===== config.mk =====
export PLATFORM = sky130hd
export DESIGN_NAME = heatup_run_segmenter_core_flat
export DESIGN_NICKNAME = d
export VERILOG_FILES = /design/src/rtl/hrs_pkg.sv /design/src/rtl/hrs_if.sv /design/src/rtl/heatup_run_segmenter_core.sv /design/src/flat_wrapper.sv
export SDC_FILE = /design/constraint.sdc
export NUM_CORES = 2
export LEC_CHECK = 0
export BUFFER_PORTS_ARGS = -buffer_cell sky130_fd_sc_hd__buf_2
export CORE_ASPECT_RATIO = 1.4
export CORE_MARGIN = 1.5
export CORE_UTILIZATION = 60
export CTS_CLUSTER_SIZE = 12
export DETAILED_ROUTE_END_ITERATION = 16
export PLACE_DENSITY = 0.78
export SYNTH_ARGS = -nofsm -noshare
export SYNTH_HDL_FRONTEND = slang
export SYNTH_SLANG_ARGS = --single-unit
export TNS_END_PERCENT = 5

===== constraint.sdc =====
create_clock -name i_clk -period 9.1 [get_ports i_clk]
set_clock_uncertainty 0.1 [all_clocks]
set_input_delay 0.91 -clock i_clk [delete_from_list [all_inputs] [get_ports i_clk]]
set_output_delay 0.91 -clock i_clk [all_outputs]
set_load 0.01 [all_outputs]

===== src/rtl/hrs_pkg.sv =====
// Shared types, codes and constants of the heat-up run segmenter.
package hrs_pkg;

    // Default depth of the inlet temperature ring.
    localparam int RING_DEPTH_DEF = 256;

    // Values that stand in for a register that holds zero.
    localparam logic [9:0] DEFAULT_WINDOW = 10'd90;
    localparam logic [7:0] DEFAULT_DROP   = 8'd5;
    localparam logic [7:0] DEFAULT_GAP    = 8'd5;

    // Tenths of a degree per whole degree.
    localparam logic [3:0] TENTHS = 4'd10;

    // Saturation value of the run duration counter.
    localparam logic [23:0] DUR_MAX = 24'hFF_FFFF;

    typedef enum logic [1:0] {
        EV_NONE  = 2'd0,
        EV_START = 2'd1,
        EV_END   = 2'd2
    } t_event;

    typedef enum logic [1:0] {
        CAUSE_MASTER_OFF = 2'd0,
        CAUSE_FAULT      = 2'd1,
        CAUSE_DRAW       = 2'd2,
        CAUSE_TARGET     = 2'd3
    } t_cause;

    typedef enum logic [1:0] {
        REG_DRAW_WINDOW = 2'd0,
        REG_DRAW_DROP   = 2'd1,
        REG_MIN_GAP     = 2'd2,
        REG_UNUSED      = 2'd3
    } t_reg_idx;

    typedef struct packed {
        logic              heating;
        logic [7:0]        mode;
        logic [7:0]        target_temp;
        logic signed [11:0] water_temp;
        logic              water_valid;
        logic signed [11:0] inlet_temp;
        logic              inlet_valid;
        logic              master_on;
        logic              safety_fault;
    } t_in_item;

    typedef struct packed {
        logic [1:0]         event_res;
        logic [1:0]         end_cause;
        logic [7:0]         run_mode;
        logic [7:0]         run_target;
        logic signed [11:0] start_temp;
        logic signed [11:0] end_temp;
        logic [23:0]        duration;
        logic               draw_seen;
    } t_out_item;

    typedef struct packed {
        logic [1:0] reg_idx;
        logic [9:0] wdata;
    } t_cfg_req;

endpackage


===== src/rtl/hrs_if.sv =====
// Valid/ready channel interfaces for the input, result and configuration requests.
interface hrs_in_if;
    import hrs_pkg::*;
    logic     valid;
    logic     ready;
    t_in_item payload;
    modport source (output valid, output payload, input ready);
    modport sink   (input valid, input payload, output ready);
endinterface

interface hrs_out_if;
    import hrs_pkg::*;
    logic      valid;
    logic      ready;
    t_out_item payload;
    modport source (output valid, output payload, input ready);
    modport sink   (input valid, input payload, output ready);
endinterface

interface hrs_cfg_if;
    import hrs_pkg::*;
    logic     valid;
    logic     ready;
    t_cfg_req payload;
    modport source (output valid, output payload, input ready);
    modport sink   (input valid, input payload, output ready);
endinterface


===== src/rtl/heatup_run_segmenter_core.sv =====
// Heat-up run segmenter: inlet draw detection over a ring memory and run tracking.
//
// Each request on i_in is one one-second tick and yields exactly one result request
// on o_out, carrying a run start, a run end or no event, plus the draw flag. The
// block takes one request per clock cycle sustained while o_out does not stall. A
// result reaches the output register from the second stage, which holds its tick
// while o_out stalls. The rate is set by the inlet ring memory, which has one write
// port and one read port with a registered read: a tick reads the sample one
// look-back window ago in the first stage, then compares, writes its own sample and
// updates the run state in the second stage. When the window is one tick, the
// sample written by the previous tick is forwarded. The ring needs no clearing pass
// after reset, because an entry is only read after it has been written since the
// last fill restart. Requests on i_in and i_cfg are refused while reset is held.
// Configuration writes on i_cfg are otherwise always taken and must only be made
// while the block holds no unfinished request.
module heatup_run_segmenter_core #(
    parameter int RING_DEPTH = hrs_pkg::RING_DEPTH_DEF
) (
    input  logic            i_clk,
    input  logic            i_rst_n,
    hrs_in_if.sink          i_in,
    hrs_out_if.source       o_out,
    hrs_cfg_if.sink         i_cfg
);
    import hrs_pkg::*;

    localparam int AW = $clog2(RING_DEPTH);
    localparam int HW = $clog2(RING_DEPTH + 1);
    localparam int CW = (AW > 10) ? AW + 1 : 11;

    // Configuration registers.
    logic [9:0] r_draw_window;
    logic [7:0] r_draw_drop;
    logic [7:0] r_min_gap;

    // Ring memory and its fill tracking. The pointer and fill count only depend on
    // inlet validity, so they are kept at the front of the pipeline.
    logic [11:0]   r_ring [RING_DEPTH];
    logic [AW-1:0] r_wp;
    logic [HW-1:0] r_held;
    logic [11:0]   r_rdata;
    logic          r_fwd;
    logic [11:0]   r_fwd_data;

    // Second stage: the tick waiting for its ring sample.
    logic          r_s1_valid;
    t_in_item      r_s1_item;
    logic          r_s1_chk;
    logic [AW-1:0] r_s1_wp;

    // Run state.
    logic        r_run_active;
    logic [9:0]  r_rearm;
    logic [7:0]  r_saved_mode;
    logic [7:0]  r_saved_target;
    logic [11:0] r_saved_start;
    logic [23:0] r_run_ticks;

    // Output register.
    logic      r_out_valid;
    t_out_item r_out;

    logic          in_fire;
    logic          s1_adv;
    logic [9:0]    win_full;
    logic [CW-1:0] win_c;
    logic [AW-1:0] win_a;
    logic [AW:0]   rd_sum;
    logic [AW-1:0] rd_addr;
    logic          chk;
    logic          rd_en;
    logic          wr_en;
    logic [AW-1:0] n_wp;
    logic [HW-1:0] n_held;

    logic [11:0]        old_sample;
    logic signed [12:0] inlet_diff;
    logic signed [12:0] drop_lim;
    logic               draw_hit;
    logic signed [13:0] gap_lim;
    logic signed [13:0] water_ext;
    logic               big_gap;
    logic [7:0]         drop_eff;
    logic [7:0]         gap_eff;
    logic [11:0]        water_or_zero;

    logic        n_run_active;
    logic [9:0]  n_rearm;
    logic [7:0]  n_saved_mode;
    logic [7:0]  n_saved_target;
    logic [11:0] n_saved_start;
    logic [23:0] n_run_ticks;
    t_out_item   n_out;

    // Handshakes. The output register frees the second stage when empty or when the
    // result side takes it, so a new tick can enter every cycle unless o_out stalls.
    assign s1_adv      = r_s1_valid && (!r_out_valid || o_out.ready);
    assign i_in.ready  = i_rst_n && (!r_s1_valid || s1_adv);
    assign in_fire     = i_in.valid && i_in.ready;
    assign i_cfg.ready = i_rst_n;
    assign o_out.valid = r_out_valid;
    assign o_out.payload = r_out;

    // First stage: look-back address and fill bookkeeping.
    always_comb begin
        win_full = (r_draw_window != 10'd0) ? r_draw_window : DEFAULT_WINDOW;
        if (CW'(win_full) > CW'(RING_DEPTH - 1)) begin
            win_c = CW'(RING_DEPTH - 1);
        end else begin
            win_c = CW'(win_full);
        end
        win_a = win_c[AW-1:0];
        if (r_wp >= win_a) begin
            rd_sum = {1'b0, r_wp} - {1'b0, win_a};
        end else begin
            rd_sum = {1'b0, r_wp} + (AW+1)'(RING_DEPTH) - {1'b0, win_a};
        end
        rd_addr = rd_sum[AW-1:0];
        chk     = i_in.payload.inlet_valid && (CW'(r_held) >= win_c);
        rd_en   = in_fire && chk;

        if (!i_in.payload.inlet_valid) begin
            n_wp   = '0;
            n_held = '0;
        end else begin
            n_wp   = (r_wp == AW'(RING_DEPTH - 1)) ? '0 : r_wp + 1'b1;
            n_held = (r_held == HW'(RING_DEPTH)) ? r_held : r_held + 1'b1;
        end
    end

    assign wr_en = s1_adv && r_s1_item.inlet_valid;

    always_ff @(posedge i_clk) begin
        if (wr_en) begin
            r_ring[r_s1_wp] <= r_s1_item.inlet_temp;
        end
        if (rd_en) begin
            r_rdata    <= r_ring[rd_addr];
            r_fwd      <= wr_en && (r_s1_wp == rd_addr);
            r_fwd_data <= r_s1_item.inlet_temp;
        end
    end

    // Second stage: draw decision and run segmentation.
    always_comb begin
        old_sample = r_fwd ? r_fwd_data : r_rdata;
        inlet_diff = $signed({old_sample[11], old_sample})
                   - $signed({r_s1_item.inlet_temp[11], r_s1_item.inlet_temp});
        drop_eff   = (r_draw_drop != 8'd0) ? r_draw_drop : DEFAULT_DROP;
        drop_lim   = $signed({1'b0, 12'({4'b0, drop_eff} * {8'b0, TENTHS})});
        draw_hit   = r_s1_chk && (inlet_diff >= drop_lim);

        gap_eff   = (r_min_gap != 8'd0) ? r_min_gap : DEFAULT_GAP;
        gap_lim   = ($signed({6'b0, r_s1_item.target_temp}) - $signed({6'b0, gap_eff}))
                  * $signed({10'b0, TENTHS});
        water_ext = $signed({{2{r_s1_item.water_temp[11]}}, r_s1_item.water_temp});
        big_gap   = r_s1_item.water_valid && (water_ext <= gap_lim);
        water_or_zero = r_s1_item.water_valid ? r_s1_item.water_temp : 12'd0;

        n_run_active   = r_run_active;
        n_rearm        = r_rearm;
        n_saved_mode   = r_saved_mode;
        n_saved_target = r_saved_target;
        n_saved_start  = r_saved_start;
        n_run_ticks    = r_run_ticks;
        n_out          = '0;

        // A tick that begins with a run active adds to its duration.
        if (r_run_active && (r_run_ticks != DUR_MAX)) begin
            n_run_ticks = r_run_ticks + 1'b1;
        end
        n_out.draw_seen = draw_hit;

        if (!r_s1_item.master_on || r_s1_item.safety_fault) begin
            // Master off or a fault closes any run and cancels re-arming.
            if (r_run_active) begin
                n_out.event_res = EV_END;
                n_out.end_cause = r_s1_item.master_on ? CAUSE_FAULT : CAUSE_MASTER_OFF;
                n_run_active    = 1'b0;
            end
            n_rearm = '0;
        end else begin
            if (draw_hit) begin
                if (r_run_active) begin
                    n_out.event_res = EV_END;
                    n_out.end_cause = CAUSE_DRAW;
                    n_run_active    = 1'b0;
                end
                n_rearm = win_full;
            end else if (r_rearm != 10'd0) begin
                n_rearm = r_rearm - 1'b1;
            end

            if (r_s1_item.heating) begin
                if (!n_run_active && !draw_hit) begin
                    // Start on a large gap to target or inside the re-arm window.
                    if (big_gap || (n_rearm != 10'd0)) begin
                        n_run_active     = 1'b1;
                        n_saved_mode     = r_s1_item.mode;
                        n_saved_target   = r_s1_item.target_temp;
                        n_saved_start    = water_or_zero;
                        n_run_ticks      = '0;
                        n_rearm          = '0;
                        n_out.event_res  = EV_START;
                        n_out.run_mode   = r_s1_item.mode;
                        n_out.run_target = r_s1_item.target_temp;
                        n_out.start_temp = water_or_zero;
                    end
                end else if (n_run_active) begin
                    // While heating goes on, the run follows mode and target.
                    n_saved_mode   = r_s1_item.mode;
                    n_saved_target = r_s1_item.target_temp;
                end
            end else if (n_run_active) begin
                // Heating stopped: the target was reached.
                n_out.event_res = EV_END;
                n_out.end_cause = CAUSE_TARGET;
                n_run_active    = 1'b0;
            end
        end

        if (n_out.event_res == EV_END) begin
            n_out.run_mode   = r_saved_mode;
            n_out.run_target = r_saved_target;
            n_out.start_temp = r_saved_start;
            n_out.end_temp   = water_or_zero;
            n_out.duration   = n_run_ticks;
        end
    end

    always_ff @(posedge i_clk) begin
        if (!i_rst_n) begin
            r_draw_window  <= '0;
            r_draw_drop    <= '0;
            r_min_gap      <= '0;
            r_wp           <= '0;
            r_held         <= '0;
            r_s1_valid     <= 1'b0;
            r_run_active   <= 1'b0;
            r_rearm        <= '0;
            r_saved_mode   <= '0;
            r_saved_target <= '0;
            r_saved_start  <= '0;
            r_run_ticks    <= '0;
            r_out_valid    <= 1'b0;
        end else begin
            if (i_cfg.valid) begin
                case (t_reg_idx'(i_cfg.payload.reg_idx))
                    REG_DRAW_WINDOW: r_draw_window <= i_cfg.payload.wdata;
                    REG_DRAW_DROP:   r_draw_drop   <= i_cfg.payload.wdata[7:0];
                    REG_MIN_GAP:     r_min_gap     <= i_cfg.payload.wdata[7:0];
                    default: begin
                    end
                endcase
            end
            if (in_fire) begin
                r_wp   <= n_wp;
                r_held <= n_held;
            end
            if (in_fire) begin
                r_s1_valid <= 1'b1;
            end else if (s1_adv) begin
                r_s1_valid <= 1'b0;
            end
            if (s1_adv) begin
                r_run_active   <= n_run_active;
                r_rearm        <= n_rearm;
                r_saved_mode   <= n_saved_mode;
                r_saved_target <= n_saved_target;
                r_saved_start  <= n_saved_start;
                r_run_ticks    <= n_run_ticks;
                r_out_valid    <= 1'b1;
            end else if (o_out.ready) begin
                r_out_valid <= 1'b0;
            end
        end
    end

    always_ff @(posedge i_clk) begin
        if (in_fire) begin
            r_s1_item <= i_in.payload;
            r_s1_chk  <= chk;
            r_s1_wp   <= r_wp;
        end
        if (s1_adv) begin
            r_out <= n_out;
        end
    end

    // Forwarding is only needed when the look-back is a single tick.
    a_fwd_window_one: assert property (@(posedge i_clk) disable iff (!i_rst_n)
        $rose(r_fwd) |-> $past(win_a == AW'(1)))
        else $error("ring forwarding with a look-back other than one");

    // A run that begins is reported as a start and counts from zero.
    a_start_reported: assert property (@(posedge i_clk) disable iff (!i_rst_n)
        $rose(r_run_active) |-> (r_out_valid && (r_out.event_res == EV_START)
                                 && (r_run_ticks == 24'd0)))
        else $error("run started without a start result");

    // A run that stops is reported as an end.
    a_end_reported: assert property (@(posedge i_clk) disable iff (!i_rst_n)
        $fell(r_run_active) |-> (r_out_valid && (r_out.event_res == EV_END)))
        else $error("run ended without an end result");

    // Fill tracking stays inside the ring.
    a_fill_bounds: assert property (@(posedge i_clk) disable iff (!i_rst_n)
        (r_wp <= AW'(RING_DEPTH - 1)) && (r_held <= HW'(RING_DEPTH)))
        else $error("ring pointer or fill count out of range");

endmodule


===== src/flat_wrapper.sv =====
// flat-port wrapper written by rule: the top's interface ports become plain ports
module heatup_run_segmenter_core_flat import hrs_pkg::*;
#(
    parameter int RING_DEPTH = hrs_pkg::RING_DEPTH_DEF
)
  (i_clk, i_rst_n, i_in_valid, i_in_payload, i_in_ready, o_out_valid, o_out_payload, o_out_ready, i_cfg_valid, i_cfg_payload, i_cfg_ready);
  hrs_in_if i_in_i ();
  hrs_out_if o_out_i ();
  hrs_cfg_if i_cfg_i ();
  input  logic i_clk;
  input  logic i_rst_n;
  input wire logic [$bits(i_in_i.valid)-1:0] i_in_valid;
  input wire logic [$bits(i_in_i.payload)-1:0] i_in_payload;
  output wire logic [$bits(i_in_i.ready)-1:0] i_in_ready;
  output wire logic [$bits(o_out_i.valid)-1:0] o_out_valid;
  output wire logic [$bits(o_out_i.payload)-1:0] o_out_payload;
  input wire logic [$bits(o_out_i.ready)-1:0] o_out_ready;
  input wire logic [$bits(i_cfg_i.valid)-1:0] i_cfg_valid;
  input wire logic [$bits(i_cfg_i.payload)-1:0] i_cfg_payload;
  output wire logic [$bits(i_cfg_i.ready)-1:0] i_cfg_ready;
  assign i_in_i.valid = i_in_valid;
  assign i_in_i.payload = i_in_payload;
  assign i_in_ready = i_in_i.ready;
  assign o_out_valid = o_out_i.valid;
  assign o_out_payload = o_out_i.payload;
  assign o_out_i.ready = o_out_ready;
  assign i_cfg_i.valid = i_cfg_valid;
  assign i_cfg_i.payload = i_cfg_payload;
  assign i_cfg_ready = i_cfg_i.ready;
  heatup_run_segmenter_core #(.RING_DEPTH(RING_DEPTH)) u_core (.i_clk(i_clk), .i_rst_n(i_rst_n), .i_in(i_in_i), .o_out(o_out_i), .i_cfg(i_cfg_i));
endmodule

==> impl_results.md <==
* Cells after Synth at 6077
* Number of synthesized flops with an enable pin at 3220
* YS warnings at 0
* Fin Setup TNS at 0 ps
* Fin Hold WS at 118 ps
* CTS tree: yes
* Seq/Total Area, Yosys at 0.755
* Drt pass-1 iters at 6
* Tcrit/Tclk final at 0.791
* Placer Congestion at 0.876
* Crit path kind: register to register
* Area of the core at 217000 µm²
* Vias per cell at 6.98
* Max Root-Sink Buffers at 4
* Die Ht at 556 µm
* Initial Utilization at 0.604
* Slew headroom at 0.0569
* First-pass GRT wire length at 472 mm
* Design area at 144000 µm²
* Post-Syn Area at 131000 µm²
* RSZ-0062 raised after global routing: no
* Port-buffer cells at 133
* Setup violators final at 0
* Worst-margin pin slew at 1410 ps
* Post-layout min period at 7200 ps
* Worst vdd ir at 0.000148 V
* Vias in the first global route at 66.2k
* DRC violations left at 0
* Post-CTS Hold Buffers at 0
* Crit-path slowest cell: o32ai_1
* Worst hold path class: primary input to register
* Post-route ant nets at 0
* Syn nets at 6235
* Max incr delay on CP at 660 ps
* Routed via count at 65.4k
* Switching power at 0.00861 W
* Gate power share at 0.162
* Die Width at 398 µm
* Reg power frac at 0.490
* WP data arrival at 7820 ps
* Row cnt at 202
* Post-Synthesis Mean Instance Area at 21.5 µm²
* CTS-repair resized insts at 0
* Final wirelength at 326 mm
* Nets at 6582
* Area of the multi-input gates at 30400 µm²
* Share of layout cells above drive strength 1 at 0.265
* Total CTS buffers at 323
* Most used cell, CP: ha_1
* IO Pins at 134
* Root buffer cell: clkbuf_16
* Post-CTS setup buffer count at 0
* Async set-reset flop share out of synthesis at 0
* Top FF cell, synth: edfxtp_1
* CTS clk-pin slew, worst paths at 60 ps
* HPWL after detailed placement at 181 mm
* Register area at 98900 µm²
* Critical Path Start Type: register
* Yosys cell types at 71
* Post-Place Cells at 8954
* Post-synthesis register bit count at 3328
* Sw Ratio at 0.251
* Largest net degree at the start of global routing at 198
* Clock latency on the worst-skew pair at 870 ps
* Clock power frac at 0.348
* Max_cap viols at 0
* Final hold violations at 0
* Htree depth at 5
* Die Area at 221000 µm²
* Routed WL per cell at 34.8 µm
* Area after DPL at 136000 µm²
* Power per Cell Area at 237 nW/µm²
* Worst-path fanout max at 29
* Fillers at 12.6k
* Status: complete, no violations
* 1st-iter DRT viols at 9205
* Int Power at 0.0257 W
* Initial antenna violation count at 20
* Num Clock Sinks at 3328
* Non-filler cells, final at 9368
* Fmax at 139 MHz
* CP Capture Type: register
* Total track usage at 0.298
* Required time worst endpoint at 9720 ps
* Final max-slew violation count at 0
* Leakage power at 46.1 nW
* Global route overflow at 0
* Area growth from synthesis to layout at 10.4%
==> flip-flops by register name (all words and copies together) (netlist names), 9 cells and up <==
signal	flops
u_core.o_out.payload	69
u_core.r_draw_window	10
u_core.r_fwd_data	12
u_core.r_held	9
u_core.r_rdata	12
u_core.r_rearm	10
u_core.r_ring	3072
u_core.r_run_ticks	24
u_core.r_s1_item	45
u_core.r_saved_start	12
==> final cells by class <==
class,instances,share of cell area
Clock inverter,22,0.00168
Multi-Input combinational cell,2307,0.210
Inverter,109,0.00283
Sequential cell,3328,0.684
Clock buffer,385,0.0587
Timing Repair Buffer,355,0.0175
Antenna cell,6,0.000104
Tap cell,2856,0.0247
==> cell families (layout without fill, tap and decap cells) <==
logic type | count (synthesis) | after routing | synth area share
other | 1 | 7 | 0.0000287
buffers and inverters | 442 | 871 | 0.0136
adder cells (fa/ha/maj) | 96 | 96 | 0.00947
AO/OA/AOI/OAI | 304 | 304 | 0.0164
multiplexers | 1065 | 1065 | 0.173
flip-flops | 3328 | 3328 | 0.755
AND/OR/NAND/NOR | 756 | 756 | 0.0259
XOR/XNOR | 85 | 85 | 0.00569
==> cell usage in the layout, fill, tap and decap left out, types with 9 or more instances in the layout <==
cell type     n
edfxtp_1   3220
mux4_2      960
nor2_1      422
clkbuf_16   330
buf_4       206
buf_2       133
dfxtp_1     108
inv_1       105
mux2i_1      94
ha_1         90
nand3_1      89
nand2_1      72
clkbuf_1     53
o211ai_1     52
a22oi_1      51
o21ai_0      43
xnor2_1      42
xor2_1       40
a21oi_1      39
a22o_1       28
and2_1       27
nor2b_1      18
nor3_1       18
nand4_1      17
buf_12       16
a21o_1       15
nand2b_1     13
a31oi_1      12
nand2_2      12
nor4_1       11
mux2_2       11
o21a_1        9
o31ai_1       9
==> synth_stat cells, drive strengths merged (6+ instances only) <==
library cell / count / area share
edfxtp: 3220 / 0.74
mux4: 960 / 0.17
nor2: 425 / 0.012
clkbuf: 224 / 0.0064
buf: 109 / 0.0041
inv: 109 / 0.0031
dfxtp: 108 / 0.017
nand3: 95 / 0.0037
mux2i: 94 / 0.0072
ha: 91 / 0.0087
nand2: 84 / 0.0024
o211ai: 52 / 0.0030
a22oi: 51 / 0.0029
o21ai: 45 / 0.0017
xnor2: 45 / 0.0030
xor2: 40 / 0.0027
a21oi: 39 / 0.0015
a22o: 28 / 0.0019
and2: 27 / 0.0013
nor2b: 18 / 0.00086
nor3: 18 / 0.00069
a21o: 17 / 0.00098
nand4: 17 / 0.00081
nand2b: 13 / 0.00062
a31oi: 12 / 0.00057
nor4: 12 / 0.00069
mux2: 11 / 0.00095
o21a: 9 / 0.00052
o31ai: 9 / 0.00052
and3: 8 / 0.00038
or3: 8 / 0.00038
a211oi: 7 / 0.00040
o21bai: 7 / 0.00040
and4: 6 / 0.00040
nor3b: 6 / 0.00034
==> final timing paths <==
| kind | from | endpoint | slack [ps] | depth (start not counted) |
|---|---|---|---|---|
| worst max-delay path | u_core.r_min_gap[3]$_SDFFE_PN0P_ | u_core.o_out.payload[39]$_DFFE_PP_ | 1900 | 28 |
| worst max register to register | u_core.r_min_gap[3]$_SDFFE_PN0P_ | u_core.o_out.payload[39]$_DFFE_PP_ | 1900 | 28 |
| worst min-delay path | i_in_payload[39] | u_core.r_s1_item[39]$_DFFE_PP_ | 120 | 1 |
| worst min register to register | u_core.r_saved_target[7]$_SDFFE_PN0P_ | u_core.r_saved_target[7]$_SDFFE_PN0P_ | 400 | 2 |
==> worst max-delay path, delay by kind of cell (launching register included) <==
kind | cells | cell delay [ps]
compound gates | 12 | 3100
simple gates | 9 | 1560
fa+ha+maj | 4 | 1190
buf+inv | 2 | 670
flops | 1 | 320
xor+xnor | 1 | 110
==> power by group through the flow <==
stage / Combinational, W / Sequential [W] / Clock (W)
5_1_grt: 0.00572 / 0.0168 / 0.0125
4_1_cts: 0.00552 / 0.0168 / 0.0120
6_report: 0.00556 / 0.0168 / 0.0119
3_5_place_dp: 0.00540 / 0.0171 / 0
2_1_floorplan: 0.00346 / 0.0172 / 0
3_3_place_gp: 0.00535 / 0.0171 / 0
==> per-layer routing <==
layer,part of all wire,GRT usage,wire length (µm),vias up
met2,0.50,0.491,164000,4696
met5,0.00048,0,158,-
met4,0.060,0.155,19700,24
met1,0.34,0.379,110000,34000
met3,0.10,0.0588,32500,919
li1,-,-,-,25800
==> stage by stage <==
stage	worst slack [ps]	util	total power, W
floorplan	1440	-	0.0207
global placement	1890	0.627	0.0225
detailed placement	1870	0.627	0.0225
CTS	1820	0.667	0.0343
global route	1220	0.667	0.0350
finish	1900	0.667	0.0343
(Power assumes the default switching activity.)
